[src/design/lhp_pkg.sv]
// Shared types and constants for the 3x3 Laplacian edge filter.
// No dependencies; every other design file except lhp_ram imports this package.
`default_nettype none

package lhp_pkg;

  // Pixel component and result widths.
  localparam int PIX_W = 8;

  // Configuration register widths and the widest of them.
  localparam int WIDTH_REG_W  = 11;
  localparam int HEIGHT_REG_W = 13;
  localparam int CFG_DATA_W   = 13;
  localparam int CFG_IDX_W    = 1;

  // Frame size limits and reset values.
  localparam int MIN_DIM       = 3;
  localparam int HEIGHT_LIMIT  = 4096;
  localparam int ROW_W         = 12;
  localparam int DEF_WIDTH     = 1024;
  localparam int DEF_HEIGHT    = 4096;
  localparam int DEF_MAX_WIDTH = 1024;

  // First row and column at which the whole window lies inside the image.
  localparam int WIN_START = 2;

  // Division by three as a multiplication by a rounded-up reciprocal.
  localparam int SUM_W      = 10;
  localparam int GRAY_RECIP = 2731;
  localparam int RECIP_W    = 12;
  localparam int GRAY_SHIFT = 13;
  localparam int PROD_W     = SUM_W + RECIP_W;

  // Result saturation limit.
  localparam int SAT_MAX = 255;

  // Configuration register indexes.
  typedef enum logic [CFG_IDX_W-1:0] {
    CFG_IMAGE_WIDTH  = 1'b0,
    CFG_IMAGE_HEIGHT = 1'b1
  } cfg_idx_t;

  // Input item: one RGB pixel.
  typedef struct packed {
    logic [PIX_W-1:0] red;
    logic [PIX_W-1:0] green;
    logic [PIX_W-1:0] blue;
  } in_pix_t;

  // Result item: one filtered pixel.
  typedef struct packed {
    logic [PIX_W-1:0] edge_value;
    logic             frame_last;
  } out_pix_t;

  // Control of the item held between the front end and the kernel stage.
  typedef struct packed {
    logic valid;
    logic emit;
    logic last;
  } stage_ctl_t;

endpackage

`default_nettype wire

[src/design/lhp_kernel.sv]
// Kernel stage: 3x3 window registers, Laplacian sum with saturation, line store
// write-back and the result register. Uses lhp_pkg.
`default_nettype none

module lhp_kernel #(
  parameter int MAX_WIDTH = lhp_pkg::DEF_MAX_WIDTH
) (
  input  wire logic                              clk,
  input  wire logic                              rst_n,
  input  wire lhp_pkg::stage_ctl_t               s1_ctl,
  input  wire logic [lhp_pkg::PIX_W-1:0]         s1_gray,
  input  wire logic [$clog2(MAX_WIDTH)-1:0]      s1_addr,
  input  wire logic [2*lhp_pkg::PIX_W-1:0]       ram_rdata,
  output logic                                   s1_adv,
  output logic                                   ram_we,
  output logic [$clog2(MAX_WIDTH)-1:0]           ram_waddr,
  output logic [2*lhp_pkg::PIX_W-1:0]            ram_wdata,
  output logic                                   out_valid,
  input  wire logic                              out_ready,
  output lhp_pkg::out_pix_t                      out_data
);

  import lhp_pkg::*;

  localparam int ACC_W = PIX_W + 2;

  logic [PIX_W-1:0] win_top_r, win_mid_r, win_cur_r, win_left_r;
  logic             out_valid_r, out_valid_nxt;
  out_pix_t         out_data_r;

  logic [PIX_W-1:0] top, mid;
  logic [ACC_W-1:0] pos, neg, mag;
  logic [PIX_W-1:0] sat;

  // Line store read data: row r-2 in the upper half, row r-1 in the lower.
  assign top = ram_rdata[2*PIX_W-1:PIX_W];
  assign mid = ram_rdata[PIX_W-1:0];

  // Centre pixel, shifted left by two bits, against the sum of its top, bottom, left and right neighbours.
  assign pos = {win_mid_r, 2'b00};
  assign neg = ACC_W'(win_top_r) + ACC_W'(win_cur_r) + ACC_W'(win_left_r) + ACC_W'(mid);
  assign mag = (pos >= neg) ? (pos - neg) : (neg - pos);
  assign sat = (mag > ACC_W'(SAT_MAX)) ? PIX_W'(SAT_MAX) : mag[PIX_W-1:0];

  // The stage moves on unless a result is due and the output is still full.
  assign s1_adv = s1_ctl.valid && (!s1_ctl.emit || !out_valid_r || out_ready);

  // Line stores shift down by one row at this column.
  assign ram_we    = s1_adv;
  assign ram_waddr = s1_addr;
  assign ram_wdata = {mid, s1_gray};

  // Window shifts left by one column per item.
  always_ff @(posedge clk) begin
    if (s1_adv) begin
      win_top_r  <= top;
      win_mid_r  <= mid;
      win_cur_r  <= s1_gray;
      win_left_r <= win_mid_r;
    end
  end

  // Result register occupancy.
  always_comb begin
    out_valid_nxt = out_valid_r;
    if (s1_adv && s1_ctl.emit) begin
      out_valid_nxt = 1'b1;
    end else if (out_ready) begin
      out_valid_nxt = 1'b0;
    end
  end

  always_ff @(posedge clk) begin
    if (!rst_n) begin
      out_valid_r <= 1'b0;
    end else begin
      out_valid_r <= out_valid_nxt;
    end
  end

  always_ff @(posedge clk) begin
    if (s1_adv && s1_ctl.emit) begin
      out_data_r.edge_value <= sat;
      out_data_r.frame_last <= s1_ctl.last;
    end
  end

  assign out_valid = out_valid_r;
  assign out_data  = out_data_r;

  // A stalled stage leaves the pending result untouched.
  a_stall_holds: assert property (@(posedge clk) disable iff (!rst_n)
    (s1_ctl.valid && !s1_adv) |=> (out_valid_r && $stable(out_data_r)))
    else $error("pending result changed while the kernel stage stalled");

  // The line store is only written for an item that is present.
  a_write_has_item: assert property (@(posedge clk) disable iff (!rst_n)
    ram_we |-> s1_ctl.valid)
    else $error("line store write without an item");

  // A result moving in always raises the output valid.
  a_emit_shows: assert property (@(posedge clk) disable iff (!rst_n)
    (s1_adv && s1_ctl.emit) |=> out_valid_r)
    else $error("result dropped on its way to the output");

endmodule

`default_nettype wire

[config.mk]
export PLATFORM = sky130hd
export DESIGN_NAME = lhp_kernel
export DESIGN_NICKNAME = d
export VERILOG_FILES = /design/src/design/lhp_pkg.sv /design/src/design/lhp_kernel.sv
export SDC_FILE = /design/constraint.sdc
export NUM_CORES = 1
export LEC_CHECK = 0
export BUFFER_PORTS_ARGS = -buffer_cell sky130_fd_sc_hd__clkbuf_2
export CAP_MARGIN = 10
export CORE_ASPECT_RATIO = 0.9
export CORE_MARGIN = 2
export CORE_UTILIZATION = 42
export CTS_CLUSTER_DIAMETER = 200
export CTS_CLUSTER_SIZE = 25
export DETAILED_ROUTE_END_ITERATION = 10
export PLACE_DENSITY = 0.78
export SLEW_MARGIN = 10
export SYNTH_ARGS = -nofsm -noshare
export SYNTH_HDL_FRONTEND = slang
export SYNTH_SLANG_ARGS = --single-unit
[constraint.sdc]
create_clock -name clk -period 7.08 [get_ports clk]
set_input_delay 1.77 -clock clk [delete_from_list [all_inputs] [get_ports clk]]
set_output_delay 1.77 -clock clk [all_outputs]
set_load 0.02 [all_outputs]
==> metrics.md <==
| Metric | Value |
|---|---|
| HP Class | `reg -> reg` |
| Syn nets | `374` |
| Top-count cell post-synth | `inv_1` |
| Post-synth EDFFs | `41` |
| Root buffer selected by CTS | `clkbuf_8` |
| Setup Fix Bufs, Post-CTS | `0` |
| Starting Density | `43.27%` |
| Initial antenna violation count | `0` |
| RSZ-0062 raised after global routing | `no` |
| CTS Sinks | `42` |
| ANT cells | `0` |
| GRT Residual Overflow | `0` |
| Gpl congestion | `0.8822` |
| TritonCTS clock tree | `done` |
| Reg2reg end | `out_data[6]` |
| Max Cap Viol | `0` |
| Status | `completed` |
| # IOs | `78` |
| Gate Count Post-Synth | `292` |
| Comb pwr share | `60.3%` |
| Worst Tran Pin Value | `555.3 ps` |
| Cell taking the most area after synthesis | `edfxtp_1` |
| Most area-consuming cells after synthesis | `edfxtp_1 40%, fa_1 11%, ha_1 10%` |
| Vias in the first global route | `1926` |
| Inst Count DP | `411` |
| Post-synth cell types | `45` |
| Warnings from Yosys | `0` |
| Worst rel slew slack | `62.73%` |
| Total track usage | `13.35%` |
| Critical path endpoint category | `flip-flop` |
| Area of the mapped netlist | `3062 µm²` |
| 1st-iter DRT viols | `65` |
| 1st-pass router iterations | `4` |
| Post-DP HPWL | `3.976 mm` |
| H-tree depth | `2` |
| Hold Path Sink | `win_left_r[7]` |
| Worst r2r src | `win_cur_r[2]` |
| Clock skew | `9.754 ps` |
| Seq/Total Area, Yosys | `40.87%` |
| Total design power | `1.188 mW` |
| HP Start | `win_mid_r[7]` |
| Via count | `1964` |
| Switching power | `509.5 µW` |
| Area share of the largest cell type after synthesis | `40.21%` |
| Layout Cells excl Fill | `419` |
| Main synth FF type | `edfxtp_1` |
| CTS Buffer Depth | `2` |
| Power Dens Cells | `356.3 nW/µm²` |
| Mean Syn Cell Area | `10.49 µm²` |
| Sequential Power Share | `27.3%` |
| Die H | `85 µm` |
| Tightest hold margin | `480.5 ps` |
| Core box area | `7076 µm²` |
| Slew Viols, Final | `0` |
| Remaining DRCs | `0` |
| Flop2flop setup slack | `2100 ps` |
| Setup TNS | `0 ps` |
| Worst Path Max Fanout | `11` |
| Hold Path Cell Cnt | `0` |
| Post-DRT Antenna Nets | `0` |
| Period utilization | `88.09%` |
| P_int | `678.0 µW` |
| Final wirelength | `4.885 mm` |
| Largest net degree at the start of global routing | `27` |
| Die ar. | `7990 µm²` |
| FFs w/ async S/R, synth | `0%` |
| Post-cts hold buffer count | `0` |
| Clock Power Share | `12.4%` |
| Critical path startpoint category | `primary input` |
| # port buffers | `57` |
| # nets final | `407` |
| Worst-Skew Late Latency | `300 ps` |
| Worst Path Arrival | `6350 ps` |
| Clock transition at path regs | `80 ps` |
| R2R depth | `19` |
| Max Freq | `160.3 MHz` |
| Post-CTS Resized | `0` |
| Routed length per instance | `11.66 µm` |
| Final count of hold timing violations | `0` |
| Synth top cells by count | `59 x inv_1, 41 x edfxtp_1, 27 x buf_4` |
| Worst path required time | `7190 ps` |
| Final setup violation count | `0` |
| First-pass GRT wire length | `8.286 mm` |
| VDD IR max | `0.0001440 V` |
| Inserted Clock Buffers | `5` |
| Layout area overhead | `8.868%` |
| #FFs+latches synth | `42` |
| Leakage | `1.590 nW` |
| Die X | `94 µm` |
| Share of layout cells above drive strength 1 | `21.78%` |
| Critical path class | `in -> reg` |
| Crit path time final | `6237 ps` |
| Via density per instance | `4.687` |
| # rows | `29` |
| Switching share of power | `42.90%` |
[power by group through the flow]
stage          logic [mW]  registers, mW  clock network [mW]
2_1_floorplan       0.572          0.348                   0
3_3_place_gp        0.699          0.330                   0
3_5_place_dp        0.712          0.331                   0
4_1_cts             0.716          0.325               0.153
5_1_grt             0.814          0.328               0.163
6_report            0.716          0.324               0.147
[cell usage in the layout, fill, tap and decap left out, types with 3 or more instances in the layout]
cell and n:
a21o_1 6, a21oi_1 18, clkbuf_2 57, clkbuf_8 5, edfxtp_1 41, fa_1 17, ha_1 25, inv_1 59
nand2_1 14, nand2b_1 4, nor2_1 10, nor2b_1 7, nor3_1 7, o21ai_0 5, or2_2 3, xnor2_1 4
xor2_1 4
[state kept, by name (all words and copies together), names as in the netlist]
name	count
win_top_r	8
out_data	9
win_mid_r	8
out_valid	1
win_cur_r	8
win_left_r	8
[area by class of cell]
cell class | count | area, µm²
fill | 656 | 3742
sequential | 42 | 1251
tap | 93 | 116.4
multi-input combinational | 159 | 1370
clock inverter | 2 | 8.758
timing repair buffer | 58 | 292.8
inverter | 59 | 221.5
clock buffer | 6 | 72.57
[worst max-delay path by stage]
| stage | startpoint | to | slack (ps) |
|---|---|---|---|
| global placement | ram_rdata[1] | out_data[5] | 620 |
| CTS | ram_rdata[1] | out_data[5] | 850 |
| floorplan | out_ready | s1_adv | 130 |
| global route | ram_rdata[2] | out_data[8] | 470 |
| detailed placement | ram_rdata[1] | out_data[5] | 540 |
| finish | ram_rdata[2] | out_data[6] | 840 |
[worst max-delay path, cell delays in order]
cell      delay (ps)
clkbuf_2         110
inv_1             60
fa_1             490
fa_1             570
inv_1             60
ha_1             280
a21o_1           170
a21oi_1          230
nor2b_1           80
o21a_1           190
nor4_1           220
nor3_1           150
xor2_1           160
ha_1             450
and3_1           240
a21boi_0         230
nor3b_1           80
o21ai_1          470
nor3_1           100
nor3_1           260
[metal layers]
| metal | global-route usage (%) | share of wire [%] | up-vias |
|---|---|---|---|
| met1 | 16.36 | 46 | 888 |
| met3 | 3.375 | 5.8 | 10 |
| met5 | 0 | 0 | - |
| met2 | 22.66 | 46 | 58 |
| li1 | - | - | 1008 |
| met4 | 5.138 | 1.6 | 0 |
[per-stage QoR]
stage               setup WS, ps  instance area (µm²)  util, %
global route               471.1                 3333    47.11
finish                     842.9                 3333    47.11
CTS                        853.8                 3333    47.11
floorplan                  133.4                 3062        -
detailed placement         544.3                 3252    45.96
global placement           617.4                 3252    45.96
[logic make-up (layout without fill, tap and decap cells)]
group,Yosys count,after routing,synth area share [%]
compound gates,47,47,9.808
fa+ha+maj,42,42,21.33
simple gates,61,61,10.63
buf+inv,91,125,14.75
xor+xnor,8,8,2.288
flops,42,42,40.87
mux,1,1,0.3269
No activity file was read; power rests on OpenSTA's default activity.
