===== config.mk =====
export PLATFORM = sky130hd
export DESIGN_NAME = lhp_front
export DESIGN_NICKNAME = d
export VERILOG_FILES = /design/src/design/lhp_pkg.sv /design/src/design/lhp_front.sv
export SDC_FILE = /design/constraint.sdc
export NUM_CORES = 1
export LEC_CHECK = 0
export ABC_CLOCK_PERIOD_IN_PS = 17100
export BUFFER_PORTS_ARGS = -buffer_cell sky130_fd_sc_hd__buf_2
export CORE_MARGIN = 2
export CORE_UTILIZATION = 48
export CTS_CLUSTER_DIAMETER = 40
export CTS_CLUSTER_SIZE = 16
export DETAILED_ROUTE_END_ITERATION = 10
export GPL_ROUTABILITY_DRIVEN = 0
export PLACE_DENSITY = 0.68
export SLEW_MARGIN = 20
export SYNTH_ARGS = -nofsm -noshare
export SYNTH_HDL_FRONTEND = slang
export SYNTH_SLANG_ARGS = --single-unit

===== constraint.sdc =====
create_clock -name clk -period 17.1 [get_ports clk]
set_input_delay 3.42 -clock clk [delete_from_list [all_inputs] [get_ports clk]]
set_output_delay 3.42 -clock clk [all_outputs]
set_load 0.02 [all_outputs]

===== src/design/lhp_pkg.sv =====
// Shared types and constants for the 3x3 Laplacian edge filter.
// No dependencies; every other design file except lhp_ram imports this package.
`default_nettype none

package lhp_pkg;

  // Pixel component and result widths.
  localparam int PIX_W = 8;

  // Configuration register widths and the widest of them.
  localparam int WIDTH_REG_W  = 11;
  localparam int HEIGHT_REG_W = 13;
  localparam int CFG_DATA_W   = 13;
  localparam int CFG_IDX_W    = 1;

  // Frame size limits and reset values.
  localparam int MIN_DIM       = 3;
  localparam int HEIGHT_LIMIT  = 4096;
  localparam int ROW_W         = 12;
  localparam int DEF_WIDTH     = 1024;
  localparam int DEF_HEIGHT    = 4096;
  localparam int DEF_MAX_WIDTH = 1024;

  // First row and column at which the whole window lies inside the image.
  localparam int WIN_START = 2;

  // Division by three as a multiplication by a rounded-up reciprocal.
  localparam int SUM_W      = 10;
  localparam int GRAY_RECIP = 2731;
  localparam int RECIP_W    = 12;
  localparam int GRAY_SHIFT = 13;
  localparam int PROD_W     = SUM_W + RECIP_W;

  // Result saturation limit.
  localparam int SAT_MAX = 255;

  // Configuration register indexes.
  typedef enum logic [CFG_IDX_W-1:0] {
    CFG_IMAGE_WIDTH  = 1'b0,
    CFG_IMAGE_HEIGHT = 1'b1
  } cfg_idx_t;

  // Input item: one RGB pixel.
  typedef struct packed {
    logic [PIX_W-1:0] red;
    logic [PIX_W-1:0] green;
    logic [PIX_W-1:0] blue;
  } in_pix_t;

  // Result item: one filtered pixel.
  typedef struct packed {
    logic [PIX_W-1:0] edge_value;
    logic             frame_last;
  } out_pix_t;

  // Control of the item held between the front end and the kernel stage.
  typedef struct packed {
    logic valid;
    logic emit;
    logic last;
  } stage_ctl_t;

endpackage

`default_nettype wire


===== src/design/lhp_front.sv =====
// Front end: configuration registers, raster position counters, gray conversion,
// line store read issue and the clearing sweep after reset. Uses lhp_pkg.
`default_nettype none

module lhp_front #(
  parameter int MAX_WIDTH = lhp_pkg::DEF_MAX_WIDTH
) (
  input  wire logic                              clk,
  input  wire logic                              rst_n,
  input  wire logic                              in_valid,
  output logic                                   in_ready,
  input  wire lhp_pkg::in_pix_t                  in_data,
  input  wire logic                              cfg_we,
  input  wire logic [lhp_pkg::CFG_IDX_W-1:0]     cfg_index,
  input  wire logic [lhp_pkg::CFG_DATA_W-1:0]    cfg_data,
  input  wire logic                              s1_adv,
  output lhp_pkg::stage_ctl_t                    s1_ctl,
  output logic [lhp_pkg::PIX_W-1:0]              s1_gray,
  output logic [$clog2(MAX_WIDTH)-1:0]           s1_addr,
  output logic                                   ram_re,
  output logic [$clog2(MAX_WIDTH)-1:0]           ram_raddr,
  output logic                                   clearing,
  output logic [$clog2(MAX_WIDTH)-1:0]           clear_addr
);

  import lhp_pkg::*;

  localparam int CW   = $clog2(MAX_WIDTH);
  localparam int EW   = $clog2(MAX_WIDTH + 1);
  localparam int CMPW = (EW > WIDTH_REG_W) ? EW : WIDTH_REG_W;
  localparam int RST_WIDTH = (DEF_WIDTH > MAX_WIDTH) ? MAX_WIDTH : DEF_WIDTH;

  logic [EW-1:0]           width_r, width_nxt;
  logic [HEIGHT_REG_W-1:0] height_r, height_nxt;
  logic [CW-1:0]           col_r, col_nxt;
  logic [ROW_W-1:0]        row_r, row_nxt;
  logic                    clear_r, clear_nxt;
  logic [CW-1:0]           clear_cnt_r, clear_cnt_nxt;
  stage_ctl_t              s1_ctl_r, s1_ctl_nxt;
  logic [PIX_W-1:0]        s1_gray_r;
  logic [CW-1:0]           s1_addr_r;

  logic [CMPW-1:0]         width_wr;
  logic [HEIGHT_REG_W-1:0] height_wr;
  logic                    accept;
  logic [EW-1:0]           col_ext;
  logic [HEIGHT_REG_W-1:0] row_ext;
  logic                    col_last, row_last, col_in, row_in, emit, last;
  logic [SUM_W-1:0]        pix_sum;
  logic [PROD_W-1:0]       gray_prod;
  logic [PIX_W-1:0]        gray;

  // Clamp written values into the supported frame size.
  assign width_wr  = CMPW'(cfg_data[WIDTH_REG_W-1:0]);
  assign height_wr = cfg_data[HEIGHT_REG_W-1:0];

  always_comb begin
    width_nxt  = width_r;
    height_nxt = height_r;
    if (cfg_we) begin
      unique case (cfg_idx_t'(cfg_index))
        CFG_IMAGE_WIDTH: begin
          if (width_wr < CMPW'(MIN_DIM)) begin
            width_nxt = EW'(MIN_DIM);
          end else if (width_wr > CMPW'(MAX_WIDTH)) begin
            width_nxt = EW'(MAX_WIDTH);
          end else begin
            width_nxt = EW'(width_wr);
          end
        end
        CFG_IMAGE_HEIGHT: begin
          if (height_wr < HEIGHT_REG_W'(MIN_DIM)) begin
            height_nxt = HEIGHT_REG_W'(MIN_DIM);
          end else if (height_wr > HEIGHT_REG_W'(HEIGHT_LIMIT)) begin
            height_nxt = HEIGHT_REG_W'(HEIGHT_LIMIT);
          end else begin
            height_nxt = height_wr;
          end
        end
        default: begin
        end
      endcase
    end
  end

  // Line store clearing sweep, one entry per cycle after reset.
  always_comb begin
    clear_nxt     = clear_r;
    clear_cnt_nxt = clear_cnt_r;
    if (clear_r) begin
      clear_cnt_nxt = clear_cnt_r + CW'(1);
      if (clear_cnt_r == CW'(MAX_WIDTH - 1)) begin
        clear_nxt     = 1'b0;
        clear_cnt_nxt = '0;
      end
    end
  end

  // An item enters when no clearing sweep runs and the kernel stage is empty or moving on this cycle.
  assign in_ready = !clear_r && (!s1_ctl_r.valid || s1_adv);
  assign accept   = in_valid && in_ready;

  // Position decode against the current frame size.
  assign col_ext  = EW'(col_r);
  assign row_ext  = HEIGHT_REG_W'(row_r);
  assign col_last = (col_ext + EW'(1)) >= width_r;
  assign row_last = (row_ext + HEIGHT_REG_W'(1)) >= height_r;
  assign col_in   = col_ext < width_r;
  assign row_in   = row_ext < height_r;
  assign emit     = (row_r >= ROW_W'(WIN_START)) && (col_r >= CW'(WIN_START)) && row_in && col_in;
  assign last     = (row_ext == height_r - HEIGHT_REG_W'(1)) && (col_ext == width_r - EW'(1));

  // Gray level as the component sum divided by three.
  assign pix_sum   = SUM_W'(in_data.red) + SUM_W'(in_data.green) + SUM_W'(in_data.blue);
  assign gray_prod = PROD_W'(pix_sum) * PROD_W'(GRAY_RECIP);
  assign gray      = gray_prod[GRAY_SHIFT +: PIX_W];

  // Raster counters advance once per accepted item.
  always_comb begin
    col_nxt = col_r;
    row_nxt = row_r;
    if (accept) begin
      if (col_last) begin
        col_nxt = '0;
        row_nxt = row_last ? '0 : row_r + ROW_W'(1);
      end else begin
        col_nxt = col_r + CW'(1);
      end
    end
  end

  // Kernel stage occupancy.
  always_comb begin
    s1_ctl_nxt = s1_ctl_r;
    if (accept) begin
      s1_ctl_nxt.valid = 1'b1;
      s1_ctl_nxt.emit  = emit;
      s1_ctl_nxt.last  = last;
    end else if (s1_adv) begin
      s1_ctl_nxt.valid = 1'b0;
    end
  end

  always_ff @(posedge clk) begin
    if (!rst_n) begin
      width_r     <= EW'(RST_WIDTH);
      height_r    <= HEIGHT_REG_W'(DEF_HEIGHT);
      col_r       <= '0;
      row_r       <= '0;
      clear_r     <= 1'b1;
      clear_cnt_r <= '0;
      s1_ctl_r    <= '0;
    end else begin
      width_r     <= width_nxt;
      height_r    <= height_nxt;
      col_r       <= col_nxt;
      row_r       <= row_nxt;
      clear_r     <= clear_nxt;
      clear_cnt_r <= clear_cnt_nxt;
      s1_ctl_r    <= s1_ctl_nxt;
    end
  end

  // Item payload into the kernel stage.
  always_ff @(posedge clk) begin
    if (accept) begin
      s1_gray_r <= gray;
      s1_addr_r <= col_r;
    end
  end

  assign s1_ctl     = s1_ctl_r;
  assign s1_gray    = s1_gray_r;
  assign s1_addr    = s1_addr_r;
  assign ram_re     = accept;
  assign ram_raddr  = col_r;
  assign clearing   = clear_r;
  assign clear_addr = clear_cnt_r;

  // No item enters while the line store is being cleared.
  a_no_accept_in_clear: assert property (@(posedge clk) disable iff (!rst_n)
    clear_r |-> !in_ready)
    else $error("item accepted during line store clearing");

  // A result is only flagged for a column whose window is complete.
  a_emit_column: assert property (@(posedge clk) disable iff (!rst_n)
    (s1_ctl_r.valid && s1_ctl_r.emit) |-> (s1_addr_r >= CW'(WIN_START)))
    else $error("result flagged at a border column");

  // An accepted item always occupies the kernel stage next cycle.
  a_accept_fills: assert property (@(posedge clk) disable iff (!rst_n)
    accept |=> s1_ctl_r.valid)
    else $error("accepted item lost before the kernel stage");

endmodule

`default_nettype wire


==> results.md, run 1 <==
- Status: completed
- CTS Hold Bufs: 0
- Worst setup EP type: register
- TritonCTS clock tree: built
- Post-Syn Nets: 1038
- Synth cell types: 68
- Number of top-level pins: 87
- Cell count of the worst reg-to-reg path: 11
- Wire per inst: 14.6 microns
- Skew final: 6.11 ps
- Routed via count: 6132
- CTS Buf Count: 9
- Final worst slack: 7450 ps
- CTS H-tree depth: 3
- Rel. slew slack: 47.1%
- CP bufs+invs: 5
- Post-DP HPWL: 13300 microns
- Vias in the first global route: 5674
- Final instance area: 0.00848 sq mm
- Antenna violations before repair: 0
- FF+latch area: 0.00174 sq mm
- Setup CP Type: primary input to register
- CP required: 17190 ps
- Final setup violation count: 0
- CTS resizes: 0
- Hold path cells: 2
- Port bufs: 86
- Synth Instances: 840
- Mapped cell area: 0.00760 sq mm
- Sequential area share after synthesis: 22.9%
- Tightest Pin Transition: 793 ps
- Starting Density: 49.6%
- Highest-delay cell along the critical path: fa_1
- CORE AREA: 0.0153 sq mm
- Reg2Reg Setup Slack: 13080 ps
- DP Area: 0.00819 sq mm
- Primary FF master, synth: dfxtp_1
- Min-delay src: s1_ctl[1]$_SDFFE_PN0P_
- Peak Freq: 0.104 GHz
- Syn-to-layout area delta: 11.6%
- Synth warnings: 0
- Crit-path leading delay family: adder cells
- Antenna diodes: 0
- Post-place setup slack: 7060 ps
- Ys async rst share: 0%
- Class of the tightest hold or removal check: register to register
- DRT Pass-1 Iters: 5
- RSZ-0062 raised after global routing: no
- Initial drt markers: 245
- Critical path depth: 25
- Crit Reg-Reg Endpoint: row_r[8]$_SDFFE_PN0P_
- Max Cap Violations: 0
- Grt total ovfl: 0
- Filler instances: 1473
- Reg clk slew, reported paths: 60 ps
- Final #Nets: 1106
- Hold Slack: 473 ps
- Clock latency on the worst-skew pair: 340 ps
- CTS Buffer Depth: 2
- CTS sink count: 78
- Die X-Extent: 130 microns
- ANT nets after route: 0
- CP Launch Type: primary input
- CTS root buf: clkbuf_16
- Syn_area_per_cell: 9.05 sq um
- Fin crit share: 56.4%
- Number of synthesized flops with an enable pin: 18
- WHS Endpoint: s1_ctl[1]$_SDFFE_PN0P_
- R2R Path Start: row_r[1]$_SDFFE_PN0P_
- Fraction of layout instances using a drive strength above 1: 13.1%
- Die H: 130 microns
- # DRC: 0
- Critical path's largest stage delay: 600 ps
- Critical path fanouts, max: 4
- Tmin final: 9650 ps
- Critical path data arrival time: 9740 ps
- Slew Limit Fails: 0
- GRT Util Overall: 20.2%
- Vias per cell: 5.46
- Total setup buffers inserted after CTS: 0
- Routed wire length: 16500 microns
- Core Rows: 45
- First-pass GRT wire length: 27400 microns
- Multi-input gate area: 0.00535 sq mm
- Largest net degree at the start of global routing: 49
- Die Area: 0.0169 sq mm
- Fin Setup TNS: 0 ps
- #FFs+latches synth: 78
- Crit-path most repeated cell: fa_1
- Final hold viol count: 0
[metrics by stage]
stage,util (%),cells
6_report,55.4,1124
3_5_place_dp,53.5,1108
2_1_floorplan,-,840
5_1_grt,55.4,1124
3_3_place_gp,53.5,1108
4_1_cts,55.4,1124
[cells by family (layout without fill, tap and decap cells)]
kind of cell / after synthesis / in the layout / share of synthesized area (%)
fa+ha+maj: 155 / 155 / 29.2
buf+inv: 132 / 205 / 6.73
simple gates: 234 / 234 / 17.2
mux: 5 / 5 / 0.675
flops: 78 / 78 / 22.9
xor+xnor: 67 / 67 / 7.72
compound gates: 169 / 169 / 15.6
[worst register-to-register path, stage by stage, from the launching register on]
cell	delay [ps]
dfxtp_1	480
ha_1	290
nand3_1	210
nor3_1	410
nand3_1	230
xnor2_1	190
ha_1	310
a21o_1	160
a21o_1	160
a21oi_1	630
nand3_1	490
o41ai_1	360
[sequential cells by signal, summed over array words and instances, names as in the netlist]
| register | flops |
|---|---|
| height_r | 13 |
| clear_addr | 10 |
| s1_ctl | 3 |
| row_r | 12 |
| ram_raddr | 10 |
| s1_gray | 8 |
| width_r | 11 |
| s1_addr | 10 |
| clearing | 1 |
[how the worst max path moves through the flow]
stage | startpoint | slack, ps | to
detailed placement | in_data[2] | 7060 | s1_gray[7]$_DFFE_PP_
CTS | in_data[2] | 7390 | s1_gray[7]$_DFFE_PP_
finish | in_data[2] | 7450 | s1_gray[7]$_DFFE_PP_
floorplan | in_data[2] | 7490 | s1_gray[3]$_DFFE_PP_
global placement | in_data[2] | 7120 | s1_gray[7]$_DFFE_PP_
global route | in_data[2] | 7000 | s1_gray[7]$_DFFE_PP_
[routing by layer]
metal  global-route usage (%)  vias to the layer above  routed length (microns)
met1                     28.2                     2883                     7860
met3                     3.20                       11                      712
li1                         -                     3123                        -
met2                     33.5                      115                     7730
met4                     4.17                        0                      153
met5                        0                        -                        0
[Yosys cell counts (3+ instances only)]
cell type / count / area share, %
xnor2_1: 41 / 4.7
nand3_1: 26 / 1.7
a32o_1: 5 / 0.66
fa_1: 37 / 9.7
o2111ai_1: 4 / 0.46
a21o_1: 15 / 1.5
nand2_1: 40 / 2.0
edfxtp_1: 18 / 7.1
inv_1: 98 / 4.8
buf_2: 4 / 0.26
o311a_1: 3 / 0.40
o31ai_1: 12 / 1.2
nor2b_1: 31 / 2.6
a21oi_1: 37 / 2.4
dfxtp_1: 60 / 16
a211oi_1: 6 / 0.59
or2_2: 4 / 0.33
nor3_1: 12 / 0.79
and3_1: 19 / 1.6
o21bai_1: 3 / 0.30
a32oi_1: 10 / 1.2
o21ai_0: 23 / 1.5
or4_1: 3 / 0.30
nand2b_1: 6 / 0.49
o21a_1: 6 / 0.59
nor2_1: 35 / 1.7
nand4_1: 12 / 0.99
and2_1: 7 / 0.58
mux2i_1: 4 / 0.53
nor3b_1: 10 / 0.99
a31oi_1: 4 / 0.33
a31o_2: 3 / 0.35
clkbuf_1: 27 / 1.3
o211ai_1: 4 / 0.40
o41ai_1: 3 / 0.35
a22oi_1: 14 / 1.4
nor4_1: 12 / 0.99
xor2_1: 26 / 3.0
ha_1: 118 / 19
[cell usage in the layout, fill, tap and decap left out, types with 23 or more instances in the layout]
master and instances:
ha_1 118, inv_1 98, buf_2 86, dfxtp_1 60
xnor2_1 41, nand2_1 40, a21oi_1 37, fa_1 37
nor2_1 35, nor2b_1 31, xor2_1 26, nand3_1 26
o21ai_0 23
[final cells by class]
cell class,instances,share of cell area (%)
Tap cell,211,3.11
Sequential cell,78,20.5
Clock buffer,12,2.91
Multi-Input combinational cell,630,63.0
Timing Repair Buffer,91,5.52
Inverter,98,4.34
Clock inverter,4,0.561
Power of run 1 is not shown: default switching activity piles up to over one toggle a cycle in this logic, so the estimate is an artifact.
==> run 2, diff against run 1 <==
Settings changed: ABC_CLOCK_PERIOD_IN_PS 17100 to 8900.
Clock period 17.1 ns to 8.9 ns, I/O delays scaled along.
==> results.md, run 2 (synthesis gave the netlist of run 1 again) <==
- Port bufs: 86
- DRT Pass-1 Iters: 5
- Wire per inst: 14.6 microns
- Crit path cell chain: buf_2, fa_1, ha_1, a21o_1, a21oi_1, nor2b_1, o21a_1, o22a_1, xor2_1, ha_1, inv_1, fa_1, fa_1, inv_1, fa_1, inv_1, fa_1, inv_1, ha_1, a21o_1, a21o_1, a221o_1, or2_2, o311a_1
- GRT Util Overall: 20.2%
- # DRC: 0
- Crit-path most repeated cell: fa_1
- Worst setup EP type: register
- Final setup violation count: 0
- Die X-Extent: 130 microns
- Syn-to-layout area delta: 12.2%
- Reg2Reg Setup Slack: 4880 ps
- Status: completed
- Initial drt markers: 267
- TritonCTS clock tree: built
- Slew Limit Fails: 0
- Largest net degree at the start of global routing: 49
- Largest Register: height_r
- Highest-delay cell along the critical path: fa_1
- DP Area: 0.00819 sq mm
- CORE AREA: 0.0153 sq mm
- CTS sink count: 78
- Final worst slack: 880 ps
- Fraction of layout instances using a drive strength above 1: 13.3%
- Fin crit share: 90.1%
- Routed wire length: 16400 microns
- Clock latency on the worst-skew pair: 340 ps
- Setup CP Type: primary input to register
- Die H: 130 microns
- Filler instances: 1439
- Post-place setup slack: 484 ps
- Reg clk slew, reported paths: 60 ps
- CTS Buffer Depth: 2
- Final instance area: 0.00853 sq mm
- Grt total ovfl: 0
- Starting Density: 49.6%
- Number of top-level pins: 87
- CP bufs+invs: 5
- Peak Freq: 0.125 GHz
- Critical path fanouts, max: 4
- RSZ-0062 raised after global routing: no
- Post-layout util: 55.7%
- Commonest non-fill, non-tap cell in the layout: ha_1
- Class of the tightest hold or removal check: register to register
- Core Rows: 45
- FF+latch area: 0.00174 sq mm
- Crit-path leading delay family: adder cells
- Critical path data arrival time: 8110 ps
- CTS Buf Count: 9
- Tightest Pin Transition: 795 ps
- Largest register FFs: 13
- Rel. slew slack: 47.0%
- Multi-input gate area: 0.00535 sq mm
- Commonest cells after routing, fill and taps aside: ha_1, inv_1, buf_2, dfxtp_1, xnor2_1
- Routed via count: 6066
- Max Cap Violations: 0
- First-pass GRT wire length: 27400 microns
- ANT nets after route: 0
- Total setup buffers inserted after CTS: 0
- CP Launch Type: primary input
- Vias in the first global route: 5691
- Top Registers: height_r (13), row_r (12), width_r (11)
- Critical path's largest stage delay: 600 ps
- Post-DP HPWL: 13200 microns
- Final #Nets: 1106
- Tmin final: 8020 ps
- Die Area: 0.0169 sq mm
- Vias per cell: 5.40
- Skew final: 9.48 ps
- Antenna violations before repair: 0
- CTS resizes: 0
- CTS Hold Bufs: 0
- Fin Setup TNS: 0 ps
- Final hold viol count: 0
- Antenna diodes: 0
- CP required: 8990 ps
- CTS H-tree depth: 3
- CTS root buf: clkbuf_16
==> run 2: final cells by class <==
| class | instances | share of cell area, % |
|---|---|---|
| sequential | 78 | 20.4 |
| multi-input combinational | 630 | 62.7 |
| clock buffer | 11 | 2.73 |
| tap | 211 | 3.10 |
| timing repair buffer | 91 | 5.49 |
| inverter | 98 | 4.31 |
| clock inverter | 5 | 1.25 |
==> run 2: final timing paths <==
path / from / end / cells after the start
worst max-delay path: in_data[2] / s1_gray[3]$_DFFE_PP_ / 24
worst min-delay path: s1_ctl[1]$_SDFFE_PN0P_ / s1_ctl[1]$_SDFFE_PN0P_ / 2
worst max register to register: row_r[1]$_SDFFE_PN0P_ / row_r[8]$_SDFFE_PN0P_ / 11
worst min register to register: s1_ctl[1]$_SDFFE_PN0P_ / s1_ctl[1]$_SDFFE_PN0P_ / 2
==> run 2: layer usage <==
| metal | GRT usage (%) | vias up | part of all wire [%] |
|---|---|---|---|
| met5 | 0 | - | 0 |
| met4 | 5.00 | 0 | 0.83 |
| met3 | 2.42 | 11 | 3.2 |
| met2 | 33.2 | 93 | 47 |
| met1 | 28.4 | 2835 | 49 |
| li1 | - | 3127 | - |
==> run 2: stage by stage <==
stage          hold slack, ps  std cells
2_1_floorplan             497        840
3_3_place_gp              472       1108
3_5_place_dp              478       1108
4_1_cts                   493       1124
5_1_grt                   511       1124
6_report                  492       1124
==> run 2: worst reg2reg max path: cells and delay by family, from the launching register on <==
family | cells | cell delay [ps]
AOI/OAI and AO/OA | 4 | 1340
and+or+nand+nor | 4 | 1320
adders and majority gates | 2 | 600
DFF | 1 | 480
xor gates and xnor gates | 1 | 190
Power of run 2 is left out for the same reason.
